$ cat config.mk
export PLATFORM = sky130hd
export DESIGN_NAME = slot_pool_allocator_lazy_reclaim
export DESIGN_NICKNAME = d
export VERILOG_FILES = /design/src/rtl/spa_pkg.sv /design/src/rtl/slot_pool_allocator_lazy_reclaim.sv /design/src/rtl/spa_ram.sv
export SDC_FILE = /design/constraint.sdc
export NUM_CORES = 1
export LEC_CHECK = 0
export BUFFER_PORTS_ARGS = -buffer_cell sky130_fd_sc_hd__buf_2
export CELL_PAD_IN_SITES_DETAIL_PLACEMENT = 0
export CELL_PAD_IN_SITES_GLOBAL_PLACEMENT = 1
export CORE_MARGIN = 4
export CORE_UTILIZATION = 49
export DETAILED_ROUTE_END_ITERATION = 16
export PLACE_DENSITY = 0.83
export SYNTH_ARGS = -nofsm -noshare
export SYNTH_HDL_FRONTEND = slang
export SYNTH_HIERARCHICAL = 1
export SYNTH_SLANG_ARGS = --single-unit
$ cat constraint.sdc
create_clock -name clock -period 4.44 [get_ports clock]
set_clock_uncertainty 0.15 [all_clocks]
set_input_delay 0.222 -clock clock [delete_from_list [all_inputs] [get_ports clock]]
set_output_delay 0.222 -clock clock [all_outputs]
set_load 0.02 [all_outputs]
$ cat src/rtl/spa_pkg.sv
// Shared types and constants for the slot pool allocator.
// No dependencies; imported by the top level.
package spa_pkg;

   localparam int SLOT_W       = 6;   // width of slot fields on the request/response ports
   localparam int CFG_W        = 7;   // width of the active slot count CSR write data
   localparam int ACTIVE_RESET = 64;  // active slot count after reset

   localparam logic REQ_ALLOC = 1'b0;
   localparam logic REQ_MARK  = 1'b1;

   typedef enum logic [2:0] {
      ST_IDLE,
      ST_POP,
      ST_WALK,
      ST_WEND,
      ST_HOLD
   } state_type;

endpackage

$ cat src/rtl/slot_pool_allocator_lazy_reclaim.sv
// Slot pool allocator: LIFO free and used lists linked through a link RAM, with lazy reclaim.
// Depends on spa_pkg (types, constants) and spa_ram (link and mark storage).
//
// Usage:
//   Request channel (req_valid/req_ready) carries either an allocate or a mark
//   write (req_type). Each request yields exactly one transfer on the response
//   channel (rsp_valid/rsp_ready): rsp_ok and rsp_granted_slot.
//   csr_wr_en/csr_wr_data set the active slot count (saturated to NUM_SLOTS) and
//   rebuild the pool; write it only while the block is idle.
//
// Sequencing and throughput:
//   Mark writes and allocations from slots never handed out since the last
//   rebuild finish in the accept cycle and land in the output register: one
//   item per cycle while the output is not stalled. An allocation from the
//   reclaimed free list reads the link RAM in the accept cycle and finishes
//   in ST_POP. When the free list is empty, the used list is walked one entry
//   per cycle (link and mark RAM read latency bound the loop) in ST_WALK, then
//   ST_WEND and, if any slot was reclaimed, ST_POP. Requests are not accepted during a walk.
// Reset:
//   Synchronous; afterwards the pool holds min(64, NUM_SLOTS) slots, all free.
//   The RAMs need no clearing pass: untouched slots are tracked by a count.
// Stall:
//   A finished response waits in the output register; one further result is
//   parked in a holding register, and then the request side stops.
module slot_pool_allocator_lazy_reclaim #(
   parameter int NUM_SLOTS = 64
) (
   input  logic                       clock,
   input  logic                       reset,
   input  logic                       req_valid,
   output logic                       req_ready,
   input  logic                       req_type,
   input  logic [spa_pkg::SLOT_W-1:0] req_slot_index,
   input  logic                       req_referenced,
   output logic                       rsp_valid,
   input  logic                       rsp_ready,
   output logic                       rsp_ok,
   output logic [spa_pkg::SLOT_W-1:0] rsp_granted_slot,
   input  logic                       csr_wr_en,
   input  logic [spa_pkg::CFG_W-1:0]  csr_wr_data
);
   import spa_pkg::*;

   localparam int SW = (NUM_SLOTS > 1) ? $clog2(NUM_SLOTS) : 1;
   localparam int LW = $clog2(NUM_SLOTS + 1);
   localparam int CW = (LW > CFG_W) ? LW : CFG_W;
   localparam logic [LW-1:0] LINK_NULL  = LW'(NUM_SLOTS);
   localparam logic [LW-1:0] ACTIVE_RST =
      (ACTIVE_RESET > NUM_SLOTS) ? LW'(NUM_SLOTS) : LW'(ACTIVE_RESET);

   state_type state_ff, state_in;

   logic [LW-1:0]     active_ff, active_in;
   logic [LW-1:0]     fresh_cnt_ff, fresh_cnt_in;   // slots below this were never handed out
   logic [LW-1:0]     free_head_ff, free_head_in;
   logic [LW-1:0]     used_head_ff, used_head_in;
   logic [LW-1:0]     cur_ff, cur_in;
   logic [LW-1:0]     kept_ff, kept_in;             // last referenced slot kept during a walk
   logic              kept_valid_ff, kept_valid_in;
   logic              rsp_valid_ff, rsp_valid_in;
   logic              rsp_ok_ff, rsp_ok_in;
   logic [SLOT_W-1:0] rsp_slot_ff, rsp_slot_in;
   logic              hold_ok_ff, hold_ok_in;
   logic [SLOT_W-1:0] hold_slot_ff, hold_slot_in;

   logic              link_we, link_re, mark_we, mark_re, mark_wd;
   logic [SW-1:0]     link_wa, link_ra, mark_wa, mark_ra;
   logic [LW-1:0]     link_wd, link_rd;
   logic              mark_rd;

   logic              req_fire, out_free, is_mark, idx_ok;
   logic              fresh_any, free_any, used_any, walk_last;
   logic              fin, fin_ok;
   logic [SLOT_W-1:0] fin_slot;
   logic [LW-1:0]     fresh_slot;
   logic [CW-1:0]     cfg_ext;
   logic [LW-1:0]     cfg_sat;

   spa_ram #(.DEPTH(NUM_SLOTS), .WIDTH(LW), .AW(SW)) u_link_ram (
      .clock   (clock),
      .wr_en   (link_we),
      .wr_addr (link_wa),
      .wr_data (link_wd),
      .rd_en   (link_re),
      .rd_addr (link_ra),
      .rd_data (link_rd)
   );

   spa_ram #(.DEPTH(NUM_SLOTS), .WIDTH(1), .AW(SW)) u_mark_ram (
      .clock   (clock),
      .wr_en   (mark_we),
      .wr_addr (mark_wa),
      .wr_data (mark_wd),
      .rd_en   (mark_re),
      .rd_addr (mark_ra),
      .rd_data (mark_rd)
   );

   assign req_ready  = (state_ff == ST_IDLE);
   assign req_fire   = req_valid & req_ready;
   assign out_free   = ~rsp_valid_ff | rsp_ready;
   assign is_mark    = (req_type == REQ_MARK);
   assign idx_ok     = CW'(req_slot_index) < CW'(active_ff);
   assign fresh_any  = (fresh_cnt_ff != '0);
   assign free_any   = (free_head_ff != LINK_NULL);
   assign used_any   = (used_head_ff != LINK_NULL);
   assign walk_last  = (link_rd == LINK_NULL);
   assign fresh_slot = fresh_cnt_ff - LW'(1);
   assign cfg_ext    = CW'(csr_wr_data);
   assign cfg_sat    = (cfg_ext > CW'(NUM_SLOTS)) ? LINK_NULL : LW'(cfg_ext);

   // next state
   always_comb begin
      state_in = state_ff;
      case (state_ff)
         ST_IDLE: begin
            if (req_fire) begin
               if (is_mark || fresh_any) begin
                  state_in = out_free ? ST_IDLE : ST_HOLD;
               end else if (free_any) begin
                  state_in = ST_POP;
               end else if (used_any) begin
                  state_in = ST_WALK;
               end else begin
                  state_in = out_free ? ST_IDLE : ST_HOLD;
               end
            end
         end
         ST_POP: begin
            state_in = out_free ? ST_IDLE : ST_HOLD;
         end
         ST_WALK: begin
            if (walk_last) begin
               state_in = ST_WEND;
            end
         end
         ST_WEND: begin
            if (free_any) begin
               state_in = ST_POP;
            end else begin
               state_in = out_free ? ST_IDLE : ST_HOLD;
            end
         end
         ST_HOLD: begin
            if (out_free) begin
               state_in = ST_IDLE;
            end
         end
         default: begin
            state_in = ST_IDLE;
         end
      endcase
   end

   // datapath and RAM control
   always_comb begin
      active_in     = active_ff;
      fresh_cnt_in  = fresh_cnt_ff;
      free_head_in  = free_head_ff;
      used_head_in  = used_head_ff;
      cur_in        = cur_ff;
      kept_in       = kept_ff;
      kept_valid_in = kept_valid_ff;
      link_we       = 1'b0;
      link_wa       = '0;
      link_wd       = used_head_ff;
      link_re       = 1'b0;
      link_ra       = free_head_ff[SW-1:0];
      mark_we       = 1'b0;
      mark_wa       = '0;
      mark_wd       = 1'b1;
      mark_re       = 1'b0;
      mark_ra       = link_rd[SW-1:0];
      fin           = 1'b0;
      fin_ok        = 1'b0;
      fin_slot      = '0;

      case (state_ff)
         ST_IDLE: begin
            if (req_fire) begin
               if (is_mark) begin
                  mark_we  = idx_ok;
                  mark_wa  = SW'(req_slot_index);
                  mark_wd  = req_referenced;
                  fin      = 1'b1;
                  fin_ok   = idx_ok;
                  fin_slot = req_slot_index;
               end else if (fresh_any) begin
                  link_we      = 1'b1;
                  link_wa      = fresh_slot[SW-1:0];
                  mark_we      = 1'b1;
                  mark_wa      = fresh_slot[SW-1:0];
                  used_head_in = fresh_slot;
                  fresh_cnt_in = fresh_slot;
                  fin          = 1'b1;
                  fin_ok       = 1'b1;
                  fin_slot     = SLOT_W'(fresh_slot);
               end else if (free_any) begin
                  link_re = 1'b1;
               end else if (used_any) begin
                  link_re       = 1'b1;
                  link_ra       = used_head_ff[SW-1:0];
                  mark_re       = 1'b1;
                  mark_ra       = used_head_ff[SW-1:0];
                  cur_in        = used_head_ff;
                  kept_valid_in = 1'b0;
               end else begin
                  fin = 1'b1;
               end
            end
         end
         ST_POP: begin
            free_head_in = link_rd;
            link_we      = 1'b1;
            link_wa      = free_head_ff[SW-1:0];
            mark_we      = 1'b1;
            mark_wa      = free_head_ff[SW-1:0];
            used_head_in = free_head_ff;
            fin          = 1'b1;
            fin_ok       = 1'b1;
            fin_slot     = SLOT_W'(free_head_ff);
         end
         ST_WALK: begin
            // link_rd/mark_rd hold the entry of cur_ff
            if (!mark_rd) begin
               link_we      = 1'b1;
               link_wa      = cur_ff[SW-1:0];
               link_wd      = free_head_ff;
               free_head_in = cur_ff;
            end else begin
               // splice past any slots dropped since the last kept one
               if (kept_valid_ff) begin
                  link_we = 1'b1;
                  link_wa = kept_ff[SW-1:0];
                  link_wd = cur_ff;
               end else begin
                  used_head_in = cur_ff;
               end
               kept_in       = cur_ff;
               kept_valid_in = 1'b1;
            end
            if (!walk_last) begin
               link_re = 1'b1;
               link_ra = link_rd[SW-1:0];
               mark_re = 1'b1;
               cur_in  = link_rd;
            end
         end
         ST_WEND: begin
            if (kept_valid_ff) begin
               link_we = 1'b1;
               link_wa = kept_ff[SW-1:0];
               link_wd = LINK_NULL;
            end else begin
               used_head_in = LINK_NULL;
            end
            if (free_any) begin
               link_re = 1'b1;
            end else begin
               fin = 1'b1;
            end
         end
         ST_HOLD: begin
         end
         default: begin
         end
      endcase

      // rebuild: untouched slots form the descending free chain implicitly
      if (csr_wr_en) begin
         active_in    = cfg_sat;
         fresh_cnt_in = cfg_sat;
         free_head_in = LINK_NULL;
         used_head_in = LINK_NULL;
      end
   end

   // response register and holding register
   always_comb begin
      rsp_valid_in = rsp_valid_ff;
      rsp_ok_in    = rsp_ok_ff;
      rsp_slot_in  = rsp_slot_ff;
      hold_ok_in   = hold_ok_ff;
      hold_slot_in = hold_slot_ff;
      if (fin && out_free) begin
         rsp_valid_in = 1'b1;
         rsp_ok_in    = fin_ok;
         rsp_slot_in  = fin_slot;
      end else if (fin) begin
         hold_ok_in   = fin_ok;
         hold_slot_in = fin_slot;
      end else if ((state_ff == ST_HOLD) && out_free) begin
         rsp_valid_in = 1'b1;
         rsp_ok_in    = hold_ok_ff;
         rsp_slot_in  = hold_slot_ff;
      end else if (rsp_ready) begin
         rsp_valid_in = 1'b0;
      end
   end

   always_ff @(posedge clock) begin
      if (reset) begin
         state_ff      <= ST_IDLE;
         active_ff     <= ACTIVE_RST;
         fresh_cnt_ff  <= ACTIVE_RST;
         free_head_ff  <= LINK_NULL;
         used_head_ff  <= LINK_NULL;
         kept_valid_ff <= 1'b0;
         rsp_valid_ff  <= 1'b0;
      end else begin
         state_ff      <= state_in;
         active_ff     <= active_in;
         fresh_cnt_ff  <= fresh_cnt_in;
         free_head_ff  <= free_head_in;
         used_head_ff  <= used_head_in;
         kept_valid_ff <= kept_valid_in;
         rsp_valid_ff  <= rsp_valid_in;
      end
   end

   always_ff @(posedge clock) begin
      cur_ff       <= cur_in;
      kept_ff      <= kept_in;
      rsp_ok_ff    <= rsp_ok_in;
      rsp_slot_ff  <= rsp_slot_in;
      hold_ok_ff   <= hold_ok_in;
      hold_slot_ff <= hold_slot_in;
   end

   assign rsp_valid        = rsp_valid_ff;
   assign rsp_ok           = rsp_ok_ff;
   assign rsp_granted_slot = rsp_slot_ff;

   a_walk_cur_valid: assert property (@(posedge clock) disable iff (reset)
      (state_ff == ST_WALK) |-> (cur_ff != LINK_NULL))
      else $error("walk pointer is null");

   a_hold_has_rsp: assert property (@(posedge clock) disable iff (reset)
      (state_ff == ST_HOLD) |-> rsp_valid_ff)
      else $error("holding a result while output register is empty");

   a_fresh_excl_free: assert property (@(posedge clock) disable iff (reset)
      fresh_any |-> (!free_any && (fresh_cnt_ff <= active_ff)))
      else $error("untouched slots coexist with explicit free list");

   a_pop_has_head: assert property (@(posedge clock) disable iff (reset)
      (state_ff == ST_POP) |-> free_any)
      else $error("pop with empty free list");

endmodule

$ cat src/rtl/spa_ram.sv
// Single-port-write, single-port-read synchronous RAM with a registered read port.
// No dependencies; used by slot_pool_allocator_lazy_reclaim for links and marks.
module spa_ram #(
   parameter int DEPTH = 64,
   parameter int WIDTH = 7,
   parameter int AW    = 6
) (
   input  logic             clock,
   input  logic             wr_en,
   input  logic [AW-1:0]    wr_addr,
   input  logic [WIDTH-1:0] wr_data,
   input  logic             rd_en,
   input  logic [AW-1:0]    rd_addr,
   output logic [WIDTH-1:0] rd_data
);

   logic [WIDTH-1:0] mem [DEPTH];
   logic [WIDTH-1:0] rd_data_ff;

   always_ff @(posedge clock) begin
      if (wr_en) begin
         mem[wr_addr] <= wr_data;
      end
   end

   always_ff @(posedge clock) begin
      if (rd_en) begin
         rd_data_ff <= mem[rd_addr];
      end
   end

   assign rd_data = rd_data_ff;

endmodule
==> run_results.csv, run 1 <==
group,metric,value,unit
status,status,"finished, final reports clean",
power_and_ir_drop,power_density,410,nW/um^2
setup_path,cp-start-kind,"register",
power_and_ir_drop,power_leakage,0.00864,uW
setup_path,cp_top_family,"simple AND/OR/NAND/NOR gates",
floorplan,die_area,52800,sq um
floorplan,fp.dieH,230,microns
yosys,ys.flop_type,"edfxtp_1",
floorplan,rows,81,
timing,hold_ws,0.0691,ns
setup_path,crit_chain,"inv_1 -> ha_1 -> nand2b_1 -> nand2b_2 -> or4_1 -> and2_4 -> a221o_4 -> buf_16 -> mux4_2 -> a22oi_1 -> nand4_1 -> mux2_2",
floorplan,num_io_pins,29,
grt,grt_use_total,20.8,%
yosys,syn_area,24100,sq um
place,gp_congestion,0.891,
clock_network,clkSinkCount,580,
detailed_routing,drc,0,
detailed_routing,antenna_left,0,
cells_and_area,area_growth_syn_to_layout,14.1,%
setup_path,cp.arrival,4.47,ns
floorplan,die_w,230,microns
clock_network,cts_tree,"built",
yosys,yosys_warnings,6,
timing,min_period_over_period,96.0,%
clock_network,cts-root-buf,"clkbuf_16",
detailed_routing,routed_via_density,6.10,
cells_and_area,finalNonFillerCells,2238,
setup_path,slowest_delay,0.58,ns
detailed_routing,wl_per_cell,25.0,microns
yosys,synth_seq_area_share,70.8,%
yosys,synth.avg_cell_area,16.9,sq um
setup_path,setup.worst_path.start,"fresh_cnt_ff[0]",
setup_path,worstSetupPathType,"reg -> reg",
clock_network,htreeDepth,2,
detailed_routing,drt-pass1-iter-count,5,
cells_and_area,stdcell_area,27500,sq um
setup_path,cp_max_fo,28,
detailed_routing,vias,13641,
grt,antenna_found_initial,0,
min_path,worstHoldPathType,"in -> reg",
setup_path,cp-end-kind,"register",
timing,rsz0062_at_grt,"false",
grt,grt.overflow.total,0,
min_path,min_from,"req_slot_index[2]",
timing,final_max_slew_viol_count,0,
timing,tightest_slew,1.19,ns
yosys,yosysTopAreaCellShare,68.1,%
job,max-cap-violations,0,
timing,slew_headroom,20.6,%
place,placed_area,25500,sq um
cells_and_area,seq_area,17100,sq um
floorplan,initial_utilization,49.4,%
cells_and_area,multi_input_area,6710,sq um
timing,hold_viol_final,0,
grt,grt_pass1_wl,84500,microns
clock_network,clock_latency,0.62,ns
power_and_ir_drop,power,11300,uW
setup_path,critPathRequiredTime,4.64,ns
yosys,ys_top_cells_by_area,"edfxtp_1 68%, mux4_2 11%, dfxtp_1 2.7%, nor2_1 2.6%, nand2_1 1.1%",
setup_path,worst-path-buf-inv,2,
cells_and_area,diodes,0,
clock_network,path_clk_slew,0.06,ns
yosys,synth_cell_types,72,
timing,finalSetupTns,0,ns
place,dp.cells,2112,
detailed_routing,first_iter_violations,1489,
timing,max_freq,235,MHz
setup_path,r2r-start,"fresh_cnt_ff[0]",
timing,setup_viol,0,
power_and_ir_drop,peakVddDrop,0.000320,V
yosys,synth_top_area_cell,"edfxtp_1",
grt,grt_pass1_vias,13754,
place,port_buffers,28,
cells_and_area,final_nets,1554,
clock_network,cts_buffers,56,
timing,period_minus_slack,4.26,ns
cells_and_area,drive_above_1_share,22.4,%
grt,grt_max_degree,65,
yosys,async_flop_share,0,%
clock_network,cts_buffer_depth,3,
yosys,synth-seq-cells,580,
detailed_routing,routed_wl,56000,microns
cells_and_area,nFillCells,3751,
yosys,synthesis.nets,1451,
yosys,postSynthCellCount,1424,
floorplan,core_area,48800,sq um
place,dp_hpwl,34900,microns
yosys,synth-edff-count,547,
setup_path,critPathSlowestCell,"or4_1",
[state kept, by name, summed over array words and instances (netlist names), 6 cells and up]
signal	count
u_mark_ram/mem	64
cur_ff	7
active_ff	7
u_link_ram/rd_data	7
hold_slot_ff	6
fresh_cnt_ff	7
free_head_ff	7
kept_ff	6
used_head_ff	7
u_link_ram/mem	448
rsp_granted_slot	6
[cell usage after synthesis (18+ instances only)]
cell type	number
nor2_1	170
o21ai_0	33
nand3_1	18
nand2_1	71
mux2i_1	19
o22ai_1	18
edfxtp_1	547
a21oi_1	22
clkbuf_1	48
mux4_2	122
nor3_1	18
buf_2	20
dfxtp_1	33
[cell usage in the layout, fill, tap and decap left out, types with 13 or more instances in the layout]
cell | Yosys | layout
edfxtp_1 | 547 | 547
dfxtp_1 | 33 | 33
mux2i_1 | 19 | 19
nand2_1 | 71 | 71
a21oi_1 | 22 | 21
nand2b_1 | 13 | 13
a22oi_1 | 16 | 16
clkbuf_1 | 48 | 15
o22ai_1 | 18 | 18
nand3b_1 | 13 | 13
dlygate4sd3_1 | 0 | 19
buf_2 | 20 | 28
nand3_1 | 18 | 18
nor3_1 | 18 | 18
clkbuf_16 | 0 | 59
inv_1 | 15 | 15
mux4_2 | 122 | 122
o21ai_0 | 33 | 27
nor2b_1 | 14 | 14
clkinv_1 | 0 | 14
buf_4 | 2 | 75
nor2_1 | 170 | 170
[path summary, 6_finish.rpt]
kind / cells after the start / to / slack [ns]
worst max register to register: 12 / u_link_ram/rd_data[4] / 0.18
worst min register to register: 2 / active_ff[3] / 0.35
worst max-delay path: 12 / u_link_ram/rd_data[4] / 0.18
worst min-delay path: 3 / hold_slot_ff[2] / 0.07
[worst min-delay path: stages]
cell     delay [ns]
buf_2          0.10
nand2_1        0.05
nand2_1        0.26
[power by group]
group	internal [uW]	total, uW	leakage, uW	switching (uW)
Sequential	6010	6040	0.00516	24.1
Combinational	177	526	0.00260	349
Clock	2740	4720	0.000882	1980
[cells by family after synthesis]
kind of cell | share of synthesized area (%)
AO/OA/AOI/OAI | 5.27
XOR/XNOR | 0.399
flip-flops | 70.8
buffers and inverters | 1.91
AND/OR/NAND/NOR | 7.87
adder cells (fa/ha/maj) | 0.363
multiplexers | 13.4
[layout make-up]
cell class / count / area share (%)
sequential: 580 / 62.1
multi-input combinational: 747 / 24.4
clock buffer: 73 / 5.48
timing repair buffer: 127 / 3.66
tap: 664 / 3.02
clock inverter: 32 / 1.14
inverter: 15 / 0.205
[layer usage]
metal,up-vias,share of wire (%),track usage (%)
met2,657,49,34.3
met4,0,2.3,6.03
met3,83,8.1,3.20
li1,5884,-,-
met5,-,0,0
met1,7017,40,29.3
[per-stage QoR]
stage,util [%],worst slack [ns]
2_1_floorplan,-,-0.0992
5_1_grt,56.3,0.0238
6_report,56.3,0.176
3_5_place_dp,52.1,0.143
3_3_place_gp,52.1,0.157
4_1_cts,56.2,0.0353
[what timing repair did]
action | in CTS | in global routing
hold endpoints to repair | 24 | 0
endpoints found under the setup margin | 0 | 6
setup buffers | 0 | 0
hold buffers | 19 | 0
gates resized for setup | 0 | 3
Note: power is estimated with default switching activity, not from simulation.
==> inputs of run 2 (changes only) <==
- BUFFER_PORTS_ARGS: -buffer_cell sky130_fd_sc_hd__buf_2 -> not set
- CORE_UTILIZATION: 49 -> 48
- DONT_BUFFER_PORTS: not set -> 1
- PLACE_DENSITY: 0.83 -> 0.84
- SYNTH_HIERARCHICAL: 1 -> not set
==> run 2 against run 1 <==
Effect of this change:
- hold slack improved by 0.032 ns
- synthesized area grew 2.8%
- worst setup slack better by 0.21 ns
- register-to-register slack improved by 0.21 ns
- fmax up 5.3%
- clock power rose by 7.0%
- power up 3.3%
- core utilization shrank 1.6 points
- first-iteration DRC count increased by 22%
- sequential share of layout area down 1.1 points
- sequential cell count unchanged
- die area up 4.8%
==> run_results.csv, run 2 <==
group,metric,value,unit
status,status,"finished, final reports clean",
detailed_routing,drt-pass1-iter-count,6,
yosys,ys.flop_type,"edfxtp_1",
setup_path,cp-end-kind,"register",
job,max-cap-violations,0,
timing,setup_viol,0,
min_path,worstHoldPathType,"in -> reg",
grt,grt_pass1_wl,96200,microns
clock_network,clkSinkCount,580,
setup_path,cp-start-kind,"register",
cells_and_area,area_growth_syn_to_layout,13.0,%
detailed_routing,vias,16459,
yosys,yosys-top-cells-count,"547 x edfxtp_1, 459 x nand2_1, 180 x nor2_1",
clock_network,path_clk_slew,0.06,ns
cells_and_area,final_nets,2075,
yosys,synth.avg_cell_area,12.4,sq um
setup_path,worstSetupPathType,"reg -> reg",
setup_path,critPathRequiredTime,4.66,ns
setup_path,r2r_cells,13,
cells_and_area,reg.largest.list,"u_link_ram.mem (448), u_mark_ram.mem (64)",
min_path,hold_depth,5,
timing,worst_slack,0.389,ns
detailed_routing,routed_via_density,5.93,
cells_and_area,diodes,0,
floorplan,fp.dieH,235,microns
timing,period_minus_slack,4.05,ns
grt,grt_use_total,22.2,%
timing,slew_headroom,7.74,%
grt,grt_pass1_vias,16045,
timing,hold_viol_final,0,
timing,final_max_slew_viol_count,0,
yosys,synth_cell_types,72,
yosys,yosys_warnings,0,
clock_network,htreeDepth,2,
yosys,synth-edff-count,547,
yosys,synth.most_common_cell,"edfxtp_1",
floorplan,core_area,51200,sq um
floorplan,die_area,55400,sq um
yosys,postSynthCellCount,1998,
timing,rsz0062_at_grt,"false",
yosys,synth_top_area_cell,"edfxtp_1",
clock_network,cts_buffers,59,
detailed_routing,dr_wl_met2,30100,microns
place,place_ws,0.444,ns
setup_path,cp_max_fo,72,
yosys,synthesis.nets,2025,
yosys,synth-seq-cells,580,
cells_and_area,drive_above_1_share,9.45,%
clock_network,clock_latency,0.63,ns
setup_path,r2r_slack,0.39,ns
grt,antenna_found_initial,1,
place,dp_hpwl,40700,microns
floorplan,num_io_pins,29,
power_and_ir_drop,peakVddDrop,0.000291,V
detailed_routing,drt-met1-wl,26100,microns
detailed_routing,top_layer_used,"met4",
floorplan,die_w,235,microns
yosys,async_flop_share,0,%
floorplan,rows,83,
place,port_buffers,0,
detailed_routing,antenna_left,0,
yosys,ys_top_cells_by_area,"edfxtp_1 66%, nand2_1 6.9%, mux2i_1 4.2%, nand3_1 3.0%, nor2_1 2.7%",
floorplan,initial_utilization,48.4,%
clock_network,cts_buffer_depth,3,
detailed_routing,routed_wl,63100,microns
clock_network,post_cts_buffers,0,
grt,grt.overflow.total,0,
detailed_routing,drc,0,
cells_and_area,largest_register,"u_link_ram.mem",
yosys,yosysTopAreaCellShare,66.2,%
timing,min_period_over_period,91.2,%
grt,grt_max_degree,73,
cells_and_area,largest_reg_flops,448,
timing,max_freq,247,MHz
power_and_ir_drop,power,11700,uW
detailed_routing,wl_per_cell,22.7,microns
yosys,synth_seq_area_share,68.9,%
clock_network,cts_tree,"built",
detailed_routing,dr_wl_met3,4930,microns
detailed_routing,first_iter_violations,1823,
power_and_ir_drop,power_leakage,0.00944,uW
yosys,syn_area,24800,sq um
setup_path,cp.arrival,4.27,ns
cells_and_area,utilization,54.7,%
clock_network,cts-root-buf,"clkbuf_16",
cells_and_area,nFillCells,4204,
place,gp_congestion,0.931,
cells_and_area,final_common_cell,"edfxtp_1",
cells_and_area,final_cell_mix,"547 x edfxtp_1, 459 x nand2_1, 179 x nor2_1",
power_and_ir_drop,power_density,416,nW/um^2
timing,tightest_slew,1.38,ns
==> run 2: cell type report <==
class / instances / area [sq um] / area share, %
clock buffer: 70 / 1520 / 5.42
clock inverter: 39 / 459 / 1.64
inverter: 19 / 71.3 / 0.255
multi-input combinational: 1292 / 7200 / 25.7
sequential: 580 / 17100 / 61.0
tap: 680 / 851 / 3.04
timing repair buffer: 96 / 826 / 2.95
==> run 2: worst max-delay path, stage by stage (launching register included) <==
cell,delay (ns)
dfxtp_1,0.36
inv_1,0.11
ha_1,0.17
nor3b_1,0.34
and2_1,0.30
o2111ai_1,0.22
o211ai_1,0.26
buf_12,0.37
buf_4,0.48
mux2i_1,0.30
a32oi_1,0.12
nand3_1,0.20
nand4_1,0.22
o311a_1,0.16
==> run 2: cell families (layout without fill, tap and decap cells) <==
kind of cell    count (synthesis)  count (layout)  synth area share, %
flops                         580             580                 68.9
compound gates                252             252                 7.05
xor+xnor                       11              11                0.389
mux                           121             121                 4.97
fa+ha+maj                       7               7                0.353
simple gates                  901             901                 15.9
buf+inv                       126             224                 2.47
==> run 2: through the flow <==
stage	setup TNS, ns	std cells	hold slack, ns	area (sq um)
finish	0	2776	0.101	28000
global route	0	2776	0.104	28000
CTS	0	2776	0.0536	28000
detailed placement	0	2640	0.146	25800
global placement	0	2640	0.143	25800
floorplan	-17.09	1998	0.231	24800
==> run 2: routing by layer <==
layer | GRT usage [%] | vias to the layer above
met2 | 36.3 | 733
met5 | 0 | -
met3 | 3.54 | 127
met4 | 7.42 | 0
li1 | - | 7451
met1 | 30.7 | 8148
==> run 2: worst paths after layout <==
kind / from / to
max: fresh_cnt_ff[0] / u_link_ram.rd_data[0]
min: req_type / fresh_cnt_ff[1]
max reg2reg: fresh_cnt_ff[0] / u_link_ram.rd_data[0]
min reg2reg: active_ff[1] / active_ff[1]
==> run 2: repair_timing <==
action                                  4_1_cts  5_1_grt
endpoints found under the hold margin        59        0
endpoints found under the setup margin        0        0
gates resized for setup                       0        0
hold buffers                                 27        0
==> run 2: report_power, final <==
group	switching (uW)	internal [uW]
Sequential	39.7	6030
Clock	2080	2960
Combinational	383	156
